## config.mk

```make
export PLATFORM = sky130hd
export DESIGN_NAME = slot_bitmap_fill_and_clear
export DESIGN_NICKNAME = d
export VERILOG_FILES = /design/src/rtl/sbfc_pkg.sv /design/src/rtl/sbfc_mem.sv /design/src/rtl/sbfc_word_op.sv /design/src/rtl/slot_bitmap_fill_and_clear.sv
export SDC_FILE = /design/constraint.sdc
export NUM_CORES = 2
export LEC_CHECK = 0
export BUFFER_PORTS_ARGS = -buffer_cell sky130_fd_sc_hd__buf_2
export CAP_MARGIN = 20
export CELL_PAD_IN_SITES_DETAIL_PLACEMENT = 0
export CELL_PAD_IN_SITES_GLOBAL_PLACEMENT = 1
export CORE_ASPECT_RATIO = 0.9
export CORE_MARGIN = 1
export CORE_UTILIZATION = 48
export DETAILED_ROUTE_END_ITERATION = 6
export GPL_ROUTABILITY_DRIVEN = 0
export GPL_TIMING_DRIVEN = 0
export MAX_ROUTING_LAYER = met4
export PLACE_DENSITY = 0.72
export REMOVE_ABC_BUFFERS = 1
export SLEW_MARGIN = 20
export SYNTH_ARGS = -nofsm -noshare
export SYNTH_HDL_FRONTEND = slang
export SYNTH_HIERARCHICAL = 1
export SYNTH_SLANG_ARGS = --single-unit
```

## constraint.sdc

```tcl
create_clock -name clk -period 10.7 [get_ports clk]
set_input_delay 0.535 -clock clk [delete_from_list [all_inputs] [get_ports clk]]
set_output_delay 0.535 -clock clk [all_outputs]
set_load 0.005 [all_outputs]
```

## src/rtl/sbfc_pkg.sv

```systemverilog
// ----------------------------------------------------------------------------
// sbfc_pkg
// Shared types and constants for the slot bitmap fill/clear block.
// ----------------------------------------------------------------------------
package sbfc_pkg;

	localparam int unsigned WORD_BITS = 32;
	localparam int unsigned CNT_W     = 11;
	localparam int unsigned POS_W     = 10;

	typedef enum logic {
		OP_FILL  = 1'b0,
		OP_CLEAR = 1'b1
	} sbfc_op_t;

	typedef enum logic [1:0] {
		ST_WIPE,
		ST_IDLE,
		ST_SCAN,
		ST_DONE
	} sbfc_state_t;

	typedef struct packed {
		logic             op;
		logic [POS_W-1:0] first_slot;
		logic [CNT_W-1:0] fill_count;
		logic [POS_W-1:0] last_slot;
	} sbfc_cmd_t;

	typedef struct packed {
		logic             none_placed;
		logic [POS_W-1:0] first_placed;
		logic [POS_W-1:0] last_placed;
		logic [CNT_W-1:0] freed_count;
	} sbfc_result_t;

	// per-word update request and outcome
	typedef struct packed {
		logic [WORD_BITS-1:0] word;
		logic [4:0]           lo_bit;
		logic [4:0]           hi_bit;
		sbfc_op_t             op;
		logic [CNT_W-1:0]     want;
	} sbfc_word_req_t;

	typedef struct packed {
		logic [WORD_BITS-1:0] word;
		logic                 any;
		logic [4:0]           lo_idx;
		logic [4:0]           hi_idx;
		logic [5:0]           count;
	} sbfc_word_res_t;

endpackage

```

## src/rtl/sbfc_mem.sv

```systemverilog
// ----------------------------------------------------------------------------
// sbfc_mem
// Bitmap word store: one write port, one read port, registered read data.
// ----------------------------------------------------------------------------
module sbfc_mem
	import sbfc_pkg::*;
#(
	parameter int unsigned WORDS = 32,
	parameter int unsigned AW    = 5
) (
	input  logic                 clk,
	input  logic                 we,
	input  logic [AW-1:0]        waddr,
	input  logic [WORD_BITS-1:0] wdata,
	input  logic                 re,
	input  logic [AW-1:0]        raddr,
	output logic [WORD_BITS-1:0] rdata
);

	logic [WORD_BITS-1:0] mem [WORDS];

	always_ff @(posedge clk) begin
		if (we) begin
			mem[waddr] <= wdata;
		end
	end

	always_ff @(posedge clk) begin
		if (re) begin
			rdata <= mem[raddr];
		end
	end

endmodule

```

## src/rtl/sbfc_word_op.sv

```systemverilog
// ----------------------------------------------------------------------------
// sbfc_word_op
// Read-modify step on one 32-bit bitmap word: fill lowest free bits up to
// the remaining count, or clear a bit range, with counts and bit indexes.
// ----------------------------------------------------------------------------
module sbfc_word_op
	import sbfc_pkg::*;
(
	input  sbfc_word_req_t req,
	output sbfc_word_res_t res
);

	logic [WORD_BITS-1:0] mask;
	logic [WORD_BITS-1:0] cand;
	logic [WORD_BITS-1:0] sel;
	logic [5:0]           pre [6][WORD_BITS];
	logic [5:0]           total;

	always_comb begin
		for (int j = 0; j < WORD_BITS; j++) begin
			mask[j] = (5'(j) >= req.lo_bit) && (5'(j) <= req.hi_bit);
		end
		cand = (req.op == OP_CLEAR) ? (req.word & mask) : (~req.word & mask);
	end

	// log-depth prefix count of candidate bits
	always_comb begin
		for (int j = 0; j < WORD_BITS; j++) begin
			pre[0][j] = {5'd0, cand[j]};
		end
		for (int l = 0; l < 5; l++) begin
			for (int j = 0; j < WORD_BITS; j++) begin
				if (j >= (1 << l)) begin
					pre[l+1][j] = pre[l][j] + pre[l][j - (1 << l)];
				end else begin
					pre[l+1][j] = pre[l][j];
				end
			end
		end
		total = pre[5][WORD_BITS-1];
	end

	always_comb begin
		for (int j = 0; j < WORD_BITS; j++) begin
			sel[j] = cand[j] && ((req.op == OP_CLEAR) || (CNT_W'(pre[5][j]) <= req.want));
		end
	end

	always_comb begin
		res = '0;
		res.word = (req.op == OP_CLEAR) ? (req.word & ~sel) : (req.word | sel);
		res.any  = |sel;
		if (req.op == OP_CLEAR || CNT_W'(total) <= req.want) begin
			res.count = total;
		end else begin
			res.count = 6'(req.want);
		end
		for (int j = WORD_BITS - 1; j >= 0; j--) begin
			if (sel[j]) begin
				res.lo_idx = 5'(j);
			end
		end
		for (int j = 0; j < WORD_BITS; j++) begin
			if (sel[j]) begin
				res.hi_idx = 5'(j);
			end
		end
	end

endmodule

```

## src/rtl/slot_bitmap_fill_and_clear.sv

```systemverilog
// ----------------------------------------------------------------------------
// slot_bitmap_fill_and_clear
// Occupancy bitmap over SLOTS slots, stored as 32-bit words in one memory.
// Fill occupies free slots upward from a start position; clear frees a range
// and counts the occupied slots it freed.
//
//   channel   ports                    transfer when
//   command   start, busy, cmd         start && !busy
//   result    done, result             done (one cycle, no back-pressure)
//   config    cfg_we, cfg_wdata        cfg_we
//
// One word is read per cycle, modified and written back as the data returns
// from the registered read. A fill stops at the word where the count runs
// out. Zero-count fills and reversed clear ranges report on the next cycle.
// After reset, busy stays high while memory is cleared one word per cycle.
// busy is low during done, so the next command can transfer in that cycle.
// ----------------------------------------------------------------------------
module slot_bitmap_fill_and_clear
	import sbfc_pkg::*;
#(
	parameter int unsigned SLOTS = 1024
) (
	input  logic             clk,
	input  logic             arst_n,
	input  logic             start,
	output logic             busy,
	input  sbfc_cmd_t        cmd,
	output logic             done,
	output sbfc_result_t     result,
	input  logic             cfg_we,
	input  logic [CNT_W-1:0] cfg_wdata
);

	localparam int unsigned WORDS = (SLOTS + WORD_BITS - 1) / WORD_BITS;
	localparam int unsigned AW    = (WORDS > 1) ? $clog2(WORDS) : 1;
	localparam int unsigned PW    = $clog2(SLOTS);
	localparam int unsigned NW    = $clog2(SLOTS + 1);
	localparam int unsigned CW    = (NW > CNT_W) ? NW : CNT_W;

	sbfc_state_t state_q, state_d;

	logic [CNT_W-1:0] slot_count_q;
	sbfc_op_t         op_q;
	logic [PW-1:0]    start_q, end_q, lo_q, hi_q;
	logic [CNT_W-1:0] want_q, freed_q;
	logic             any_q, rd_more_q;
	logic [AW-1:0]    rd_ptr_q, wipe_q;
	logic             valid_s1;
	logic [AW-1:0]    addr_s1;

	logic                 accept;
	logic [CW-1:0]        n_eff;
	logic [PW-1:0]        first_c, last_c;
	logic [AW-1:0]        start_word, end_word;
	logic                 rd_en, wr_en;
	logic [AW-1:0]        wr_addr;
	logic [WORD_BITS-1:0] wr_data, rdata;
	logic                 process, finish;
	sbfc_word_req_t       wreq;
	sbfc_word_res_t       wres;

	sbfc_mem #(
		.WORDS(WORDS),
		.AW   (AW)
	) u_mem (
		.clk  (clk),
		.we   (wr_en),
		.waddr(wr_addr),
		.wdata(wr_data),
		.re   (rd_en),
		.raddr(rd_ptr_q),
		.rdata(rdata)
	);

	sbfc_word_op u_word_op (
		.req(wreq),
		.res(wres)
	);

	// command decode: effective count and saturated positions
	always_comb begin
		if (slot_count_q == '0) begin
			n_eff = CW'(1);
		end else if (CW'(slot_count_q) > CW'(SLOTS)) begin
			n_eff = CW'(SLOTS);
		end else begin
			n_eff = CW'(slot_count_q);
		end
		first_c = (CW'(cmd.first_slot) >= n_eff) ? PW'(n_eff - CW'(1)) : PW'(cmd.first_slot);
		last_c  = (CW'(cmd.last_slot) >= n_eff) ? PW'(n_eff - CW'(1)) : PW'(cmd.last_slot);
	end

	assign start_word = AW'(start_q >> 5);
	assign end_word   = AW'(end_q >> 5);

	assign busy   = (state_q == ST_WIPE) || (state_q == ST_SCAN);
	assign accept = start && !busy;
	assign rd_en  = (state_q == ST_SCAN) && rd_more_q;

	always_comb begin
		wreq        = '0;
		wreq.word   = rdata;
		wreq.lo_bit = (addr_s1 == start_word) ? 5'(start_q) : 5'd0;
		wreq.hi_bit = (addr_s1 == end_word) ? 5'(end_q) : 5'd31;
		wreq.op     = op_q;
		wreq.want   = want_q;
	end

	assign process = (state_q == ST_SCAN) && valid_s1;
	assign finish  = process && ((addr_s1 == end_word) ||
		((op_q == OP_FILL) && (want_q == CNT_W'(wres.count))));

	always_comb begin
		state_d = state_q;
		wr_en   = 1'b0;
		wr_addr = addr_s1;
		wr_data = wres.word;
		unique case (state_q)
			ST_WIPE: begin
				wr_en   = 1'b1;
				wr_addr = wipe_q;
				wr_data = '0;
				if (wipe_q == AW'(WORDS - 1)) begin
					state_d = ST_IDLE;
				end
			end
			ST_IDLE, ST_DONE: begin
				if (accept) begin
					if ((sbfc_op_t'(cmd.op) == OP_FILL && cmd.fill_count == '0) ||
						(sbfc_op_t'(cmd.op) == OP_CLEAR && first_c > last_c)) begin
						state_d = ST_DONE;
					end else begin
						state_d = ST_SCAN;
					end
				end else begin
					state_d = ST_IDLE;
				end
			end
			ST_SCAN: begin
				wr_en = process;
				if (finish) begin
					state_d = ST_DONE;
				end
			end
			default: state_d = ST_IDLE;
		endcase
	end

	always_ff @(posedge clk or negedge arst_n) begin
		if (!arst_n) begin
			state_q <= ST_WIPE;
		end else begin
			state_q <= state_d;
		end
	end

	always_ff @(posedge clk or negedge arst_n) begin
		if (!arst_n) begin
			slot_count_q <= CNT_W'(1024);
			wipe_q       <= '0;
			rd_more_q    <= 1'b0;
			valid_s1     <= 1'b0;
			any_q        <= 1'b0;
			op_q         <= OP_FILL;
		end else begin
			if (cfg_we) begin
				slot_count_q <= cfg_wdata;
			end
			if (state_q == ST_WIPE) begin
				wipe_q <= wipe_q + AW'(1);
			end
			valid_s1 <= rd_en;
			if (accept) begin
				op_q      <= sbfc_op_t'(cmd.op);
				rd_more_q <= 1'b1;
				any_q     <= 1'b0;
			end else if (finish) begin
				rd_more_q <= 1'b0;
			end else if (rd_en && rd_ptr_q == end_word) begin
				rd_more_q <= 1'b0;
			end
			if (process && wres.any) begin
				any_q <= 1'b1;
			end
		end
	end

	always_ff @(posedge clk) begin
		if (rd_en) begin
			addr_s1 <= rd_ptr_q;
		end
		if (accept) begin
			start_q  <= first_c;
			end_q    <= (sbfc_op_t'(cmd.op) == OP_FILL) ? PW'(n_eff - CW'(1)) : last_c;
			want_q   <= cmd.fill_count;
			freed_q  <= '0;
			rd_ptr_q <= AW'(first_c >> 5);
		end else begin
			if (rd_en) begin
				rd_ptr_q <= rd_ptr_q + AW'(1);
			end
			if (process) begin
				want_q  <= want_q - CNT_W'(wres.count);
				freed_q <= freed_q + CNT_W'(wres.count);
				if (wres.any) begin
					hi_q <= PW'({addr_s1, wres.hi_idx});
					if (!any_q) begin
						lo_q <= PW'({addr_s1, wres.lo_idx});
					end
				end
			end
		end
	end

	assign done = (state_q == ST_DONE);

	always_comb begin
		result = '0;
		if (op_q == OP_FILL) begin
			result.none_placed = !any_q;
			if (any_q) begin
				result.first_placed = POS_W'(lo_q);
				result.last_placed  = POS_W'(hi_q);
			end
		end else begin
			result.freed_count = freed_q;
		end
	end

	a_no_rw_same_word: assert property (@(posedge clk) disable iff (!arst_n)
		(wr_en && rd_en) |-> (wr_addr != rd_ptr_q))
		else $error("read and write of the same word in one cycle");

	a_wr_only_active: assert property (@(posedge clk) disable iff (!arst_n)
		wr_en |-> (state_q == ST_WIPE || state_q == ST_SCAN))
		else $error("memory write outside wipe or scan");

	a_want_monotonic: assert property (@(posedge clk) disable iff (!arst_n)
		(state_q == ST_SCAN && $past(state_q) == ST_SCAN && op_q == OP_FILL) |->
		(want_q <= $past(want_q)))
		else $error("remaining fill count grew during scan");

	a_done_after_work: assert property (@(posedge clk) disable iff (!arst_n)
		done |-> ($past(state_q) == ST_SCAN || $past(accept)))
		else $error("result strobe without a transfer or scan");

	a_no_read_in_flight: assert property (@(posedge clk) disable iff (!arst_n)
		(state_q == ST_SCAN && $past(accept)) |-> !valid_s1)
		else $error("stale read data at start of scan");

endmodule

```

After elaboration in Yosys (flattened, before gate mapping) --
Memories as Yosys holds them, arrays and structs flattened. A register that Yosys moved wholly into a read port is not among the register bits. Index checks and enable logic that the tools add are counted.
Operators by class: add/subtract/negate cells 134, multiply operators 0, divide/modulo/power cells 0, order comparisons 100, eq/ne operators 10, shifts and indexed selects 0, muxes and demuxes 93, bitwise gates (word level) 10, reduce and logical (&&, ||, !) cells 130
Operators with widths (number):
- adder 6 bit | 94
- <= comparator 6 x 11 -> 1 bit | 31
- 2-to-1 mux 5 bit | 35
- AND 32 bit | 3
- 2-to-1 mux 32 bit | 3
- >= comparator 5 bit (first input constant) | 16
- <= comparator 5 bit (first input constant) | 16
- logical AND 1 bit | 73
- 2-to-1 mux 4 bit | 16
- NOT 32 bit | 2
- adder 1 x 1 -> 2 bit | 31
- 2-to-1 mux 11 bit | 5
- >= comparator 4 x 5 -> 1 bit (first input constant) | 8
- <= comparator 4 x 5 -> 1 bit (first input constant) | 8
- logical OR 1 bit | 35
- bitwise OR 32 bit | 1
- OR reduction 16 bit | 2
- OR reduction 32 bit | 1
- 2-to-1 mux 10 bit | 3
- adder 6 x 1 -> 6 bit | 4
- 2-to-1 mux 3 bit | 8
- >= comparator 10 x 11 -> 1 bit | 2
- logical NOT 11 bit | 2
- 2-to-1 mux 21 bit | 1
- 37 further kinds | 77
Word-level totals: register bits after elaboration 94, bits in latches 0, memory bits (writable) 1024, ROM bits 0, input bits 47, output and inout bits 34, logic and storage cells 503, memories 1
Memories:
- u_mem.mem | words 32, width 32, read ports 1, clocked after memory_dff 1, write ports 1, RTL line sbfc_mem.sv:20 | logic [WORD_BITS-1:0] mem [WORDS];

Logic depth before layout (Yosys ltp) --
depth in word-level cells 45, gate-level depth with buffers 43

Hierarchy --
Netlist, hierarchy kept.
Modules (own cells, without submodules):
- sbfc_mem | instances 1, cells an instance 2260, area an instance 40811.6 um^2
- sbfc_word_op | instances 1, cells an instance 1663, area an instance 14194.9 um^2
- slot_bitmap_fill_and_clear | instances 1, cells an instance 605, area an instance 6155.9 um^2

Least setup slack after synthesis --
No wires, ideal clock.
path type register to register, start register addr_s1[0], end register want_q[3] (data pin), setup time 0.256 ns, data arrival time 8.804 ns, required time 10.444 ns, setup slack 1.640 ns, cell stages (with the launch flop) 38, cells stage by stage edfxtp_1 xnor2_1 nand3_1 nor3_1 and2_1 buf_2 or3_4 or3_1 inv_1 ha_1 ha_1 inv_1 fa_1 xor2_1 ha_1 inv_1 fa_1 inv_1 (+2 left out) ha_1 a21o_1 a21oi_1 o21bai_1 a21oi_1 xnor2_1 ha_1 nand4b_1 a21oi_1 o221ai_1 clkbuf_1 o21ai_0 inv_1 ha_1 nor2b_1 o21ai_0 or3b_2 a41o_1
RTL lines:
- from (decl) | RTL line slot_bitmap_fill_and_clear.sv:49 | logic [AW-1:0] addr_s1;
- from (signal assigned) | RTL line slot_bitmap_fill_and_clear.sv:190 | addr_s1 <= rd_ptr_q;
- to (signal assigned) | RTL line slot_bitmap_fill_and_clear.sv:195 | want_q <= cmd.fill_count;
- to (signal assigned) | RTL line slot_bitmap_fill_and_clear.sv:203 | want_q <= want_q - CNT_W'(wres.count);
- to (decl) | RTL line slot_bitmap_fill_and_clear.sv:45 | logic [CNT_W-1:0] want_q, freed_q;

==> flow_results.org <==
** Cells and area
- Area overhead of the layout relative to synthesis :: 15.3%
- Area of all placed cells without fillers :: 0.0705 sq mm
- Fraction of final layout cells with drive strength greater than 1 :: 0.130
- NumNets Final :: 5349
- The count of cells in the finished layout, fillers not included, comes to 6519.
- The repair_antennas step left the layout with diodes totalling 0.

** Setup path
- Crit start category :: flop
- The endpoint identified for the worst register-to-register timing path is lo_q[8].
- STA classifies the critical path endpoint as a flop.
- Counting cells, the worst reg-to-reg path comes to 32.
- The largest individual stage delay along the critical path comes from the cell sky130_fd_sc_hd__a2111oi_4.
- Largest stage delay, worst path :: 0.79 ns
- Along the worst path, the maximum fanout reaches 12.
- Counting both buffers and inverters, the worst setup path holds a total of 4.
- Critical path data required time :: 11.16 ns
- Most repeated library cell on the critical path :: sky130_fd_sc_hd__fa_1
- In this run the critical register-to-register path is launched from addr_s1[2].
- Setup slack on the worst reg-to-reg path comes out at 0.47 ns.
- Worst path top cell family by delay :: adder cells
- Worst setup path category :: flop to flop
- Data arrival at the endpoint of the critical path :: 10.69 ns

** Drt
- Number of vias per cell :: 5.83
- Summing over every cut layer, the via total after detailed routing is 38000.
- Routed length per instance :: 25.7 um
- Summed over all layers, the routed wires come to 168 mm.
- Number of violations reported at the end of detailed-routing iteration 0 :: 3359
- The first TritonRoute pass finished after 5 iterations.
- In the routed design, unresolved DRC markers number 0.
- Once detail routing completed, the nets flagged for antenna violations numbered 0.

** Global routing
- The first global-routing pass estimated 246 mm of wire.
- For this run, the total global-route usage over all layers was measured as 0.268.
- Total grt overflow :: 0
- Entering global routing, the biggest net connects 59 pins.
- The initial antenna violation count came to 3.
- The via count of the first global-routing pass is 37200.

** Logic synthesis
- Area share of the largest cell type after synthesis :: 0.548
- Synthesis produced a netlist whose cell count is 4528.
- Yosys warning total :: 6
- Most instantiated library cell after synthesis :: sky130_fd_sc_hd__edfxtp_1
- Of the synthesized area, sequential elements account for 0.561.
- Counting flops with an async set or reset pin after synthesis yields a share of 0.0191.
- Post-synth cell types :: 102
- Post-synthesis register bit count :: 1150
- Ranking of synthesized cells by area :: sky130_fd_sc_hd__edfxtp_1 (55%), sky130_fd_sc_hd__ha_1 (8.8%), sky130_fd_sc_hd__mux2i_1 (8.7%)
- Cell area after synthesis :: 0.0612 sq mm
- Number of enable-type register cells in the synthesized netlist :: 1117
- Top FF cell, synth :: sky130_fd_sc_hd__edfxtp_1
- Top cell types by occurrence after synthesis :: sky130_fd_sc_hd__edfxtp_1 (1117), sky130_fd_sc_hd__mux2i_1 (530), sky130_fd_sc_hd__ha_1 (431), sky130_fd_sc_hd__inv_1 (292), sky130_fd_sc_hd__nand2_1 (248)
- Synthesized area per cell :: 13.5 sq um
- Cell taking the most area after synthesis :: sky130_fd_sc_hd__edfxtp_1

** Floorplan
- Initial Utilization :: 0.486
- In this run the standard cell core region covers 0.126 sq mm.
- The initialized floorplan defines 123 standard-cell rows.
- The die covers 0.129 sq mm.
- DIE WIDTH :: 378 um
- I/O pin count :: 81
- Vertical die dimension :: 341 um

** CTS
- CTS Buf Count :: 112
- CTS clock-pin slew for the worst setup and hold paths :: 0.06 ns
- CTS saw 1150 sinks.
- Total number of H-tree levels :: 3
- CTS root buffer :: sky130_fd_sc_hd__clkbuf_16
- Clock latency at the later pin of the worst-skew pair :: 0.75 ns
- TritonCTS built the clock tree.
- Clock buffer depth :: 3

** Min path
- The path with the worst hold slack has its endpoint at slot_count_q[10].
- HP Start :: cfg_wdata[10]
- Min-Delay Path Class :: input port to flop
- Hold path depth :: 3

** STA
- The max-slew violation total from the final report is 0.
- Setup-violating endpoint count in the final report :: 0
- Measured against its own limit, the worst slew margin works out to 0.193.
- Setup repair after global routing left no endpoint under its margin.
- Timing would allow up to 0.0978 GHz.
- Between clock sinks in the finished design, the worst skew comes to 0.0655 ns.
- The number of hold violations in the final report is 0.
- For the pin with the worst max-slew slack, the measured transition is 1.20 ns.
- In the finished design, the share of the clock period the worst path needs comes to 0.956.
- Tmin final :: 10.23 ns

** Placed design
- In this run the tool buffered the top-level ports with 80 buffer cells.
- Total instance count after detailed placement :: 6305
- The HPWL after detailed placement is 121 mm.
- Summing all placed instances gives a cell area of 0.0668 sq mm.

** Status
- The flow ran to the end, and the final reports show no timing, DRC or antenna violations.

** Flow run
- Max-capacitance violation count :: 0
[cell type report]
class,instances,area (sq um)
repair buffers,269,4100
clock inverters,63,552
flip-flops and latches,1150,34300
clock buffers,142,2940
multi-input cells,2916,25400
inverters,292,1100
fillers,10100,55200
well taps,1687,2110
[worst max-delay path by stage]
| stage | startpoint | endpoint | cells after the start |
|---|---|---|---|
| final | addr_s1[2] | lo_q[8] | 32 |
| after global routing | addr_s1[2] | lo_q[9] | 32 |
| after CTS | addr_s1[2] | freed_q[10] | 38 |
| after detailed placement | addr_s1[2] | freed_q[10] | 36 |
| after global placement | rd_ptr_q[0] | addr_s1[0] | 0 |
| after floorplan | rd_ptr_q[0] | addr_s1[0] | 0 |
[worst min-delay path: cells and delay by family]
kind	cells	cell delay, ns
compound gates	1	0.07
buf+inv	1	0.08
simple gates	1	0.04
[placed cells by master, fill, tap and decap left out, types with 20 or more instances in the layout]
master and count:
sky130_fd_sc_hd__nor2b_2 32, sky130_fd_sc_hd__a21o_1 84, sky130_fd_sc_hd__a21oi_1 218, sky130_fd_sc_hd__buf_2 81, sky130_fd_sc_hd__buf_12 41, sky130_fd_sc_hd__mux2i_1 530
sky130_fd_sc_hd__inv_1 285, sky130_fd_sc_hd__buf_8 56, sky130_fd_sc_hd__clkbuf_1 28, sky130_fd_sc_hd__a31oi_1 60, sky130_fd_sc_hd__buf_16 64, sky130_fd_sc_hd__a22oi_1 97
sky130_fd_sc_hd__o21ai_0 95, sky130_fd_sc_hd__and2_1 41, sky130_fd_sc_hd__nor2b_1 28, sky130_fd_sc_hd__nand4_1 21, sky130_fd_sc_hd__edfxtp_1 1117, sky130_fd_sc_hd__ha_1 431
sky130_fd_sc_hd__nand3_1 155, sky130_fd_sc_hd__dfrtp_1 20, sky130_fd_sc_hd__xor2_1 91, sky130_fd_sc_hd__mux2_2 31, sky130_fd_sc_hd__fa_1 129, sky130_fd_sc_hd__nand2_1 246
sky130_fd_sc_hd__clkinv_1 35, sky130_fd_sc_hd__clkbuf_16 112, sky130_fd_sc_hd__nor3_1 51, sky130_fd_sc_hd__xnor2_1 74, sky130_fd_sc_hd__a22o_1 64, sky130_fd_sc_hd__nor2_4 34
sky130_fd_sc_hd__nor2_1 89
[sequential cells by signal, indices dropped and copies added (netlist names), 11 cells and up, named ones only]
name and cells:
freed_q 11, slot_count_q 11, u_mem/mem 1024, u_mem/rdata 32, want_q 11
[routing by layer]
layer | vias up | GRT usage | routed length (um)
met3 | 257 | 0.0345 | 9630
met1 | 19100 | 0.365 | 74000
met4 | 0 | 0.0669 | 4140
met2 | 1142 | 0.427 | 79900
li1 | 17500 | - | -
met5 | - | - | 0
[stage by stage]
step / hold slack, ns / utilization / setup TNS [ns] / setup WS [ns]
after CTS: 0.0244 / 0.560 / -0.0368 / -0.0368
after floorplan: 0.239 / - / -258.70 / -8.02
after detailed placement: 0.478 / 0.531 / -10.57 / -0.618
after global routing: 0.0425 / 0.561 / 0 / 0.0130
final: 0.0576 / 0.561 / 0 / 0.475
after global placement: 0.455 / 0.499 / -1164.30 / -14.76
[cell families after synthesis]
logic type	share of synthesized area
simple gates	0.0681
fa+ha+maj	0.131
mux	0.0924
xor+xnor	0.0239
flops	0.561
buf+inv	0.0342
compound gates	0.0893
[repair_timing]
action,in CTS,in global routing
gates resized for setup,15,26
setup buffers,0,5
pin swaps,0,3
hold buffers,1,0
endpoints found under the hold margin,21,0
gates cloned,0,2
endpoints found under the setup margin,28,88
Power is not shown: default switching activity piles up to over one toggle a cycle in this logic, so the estimate is an artifact.
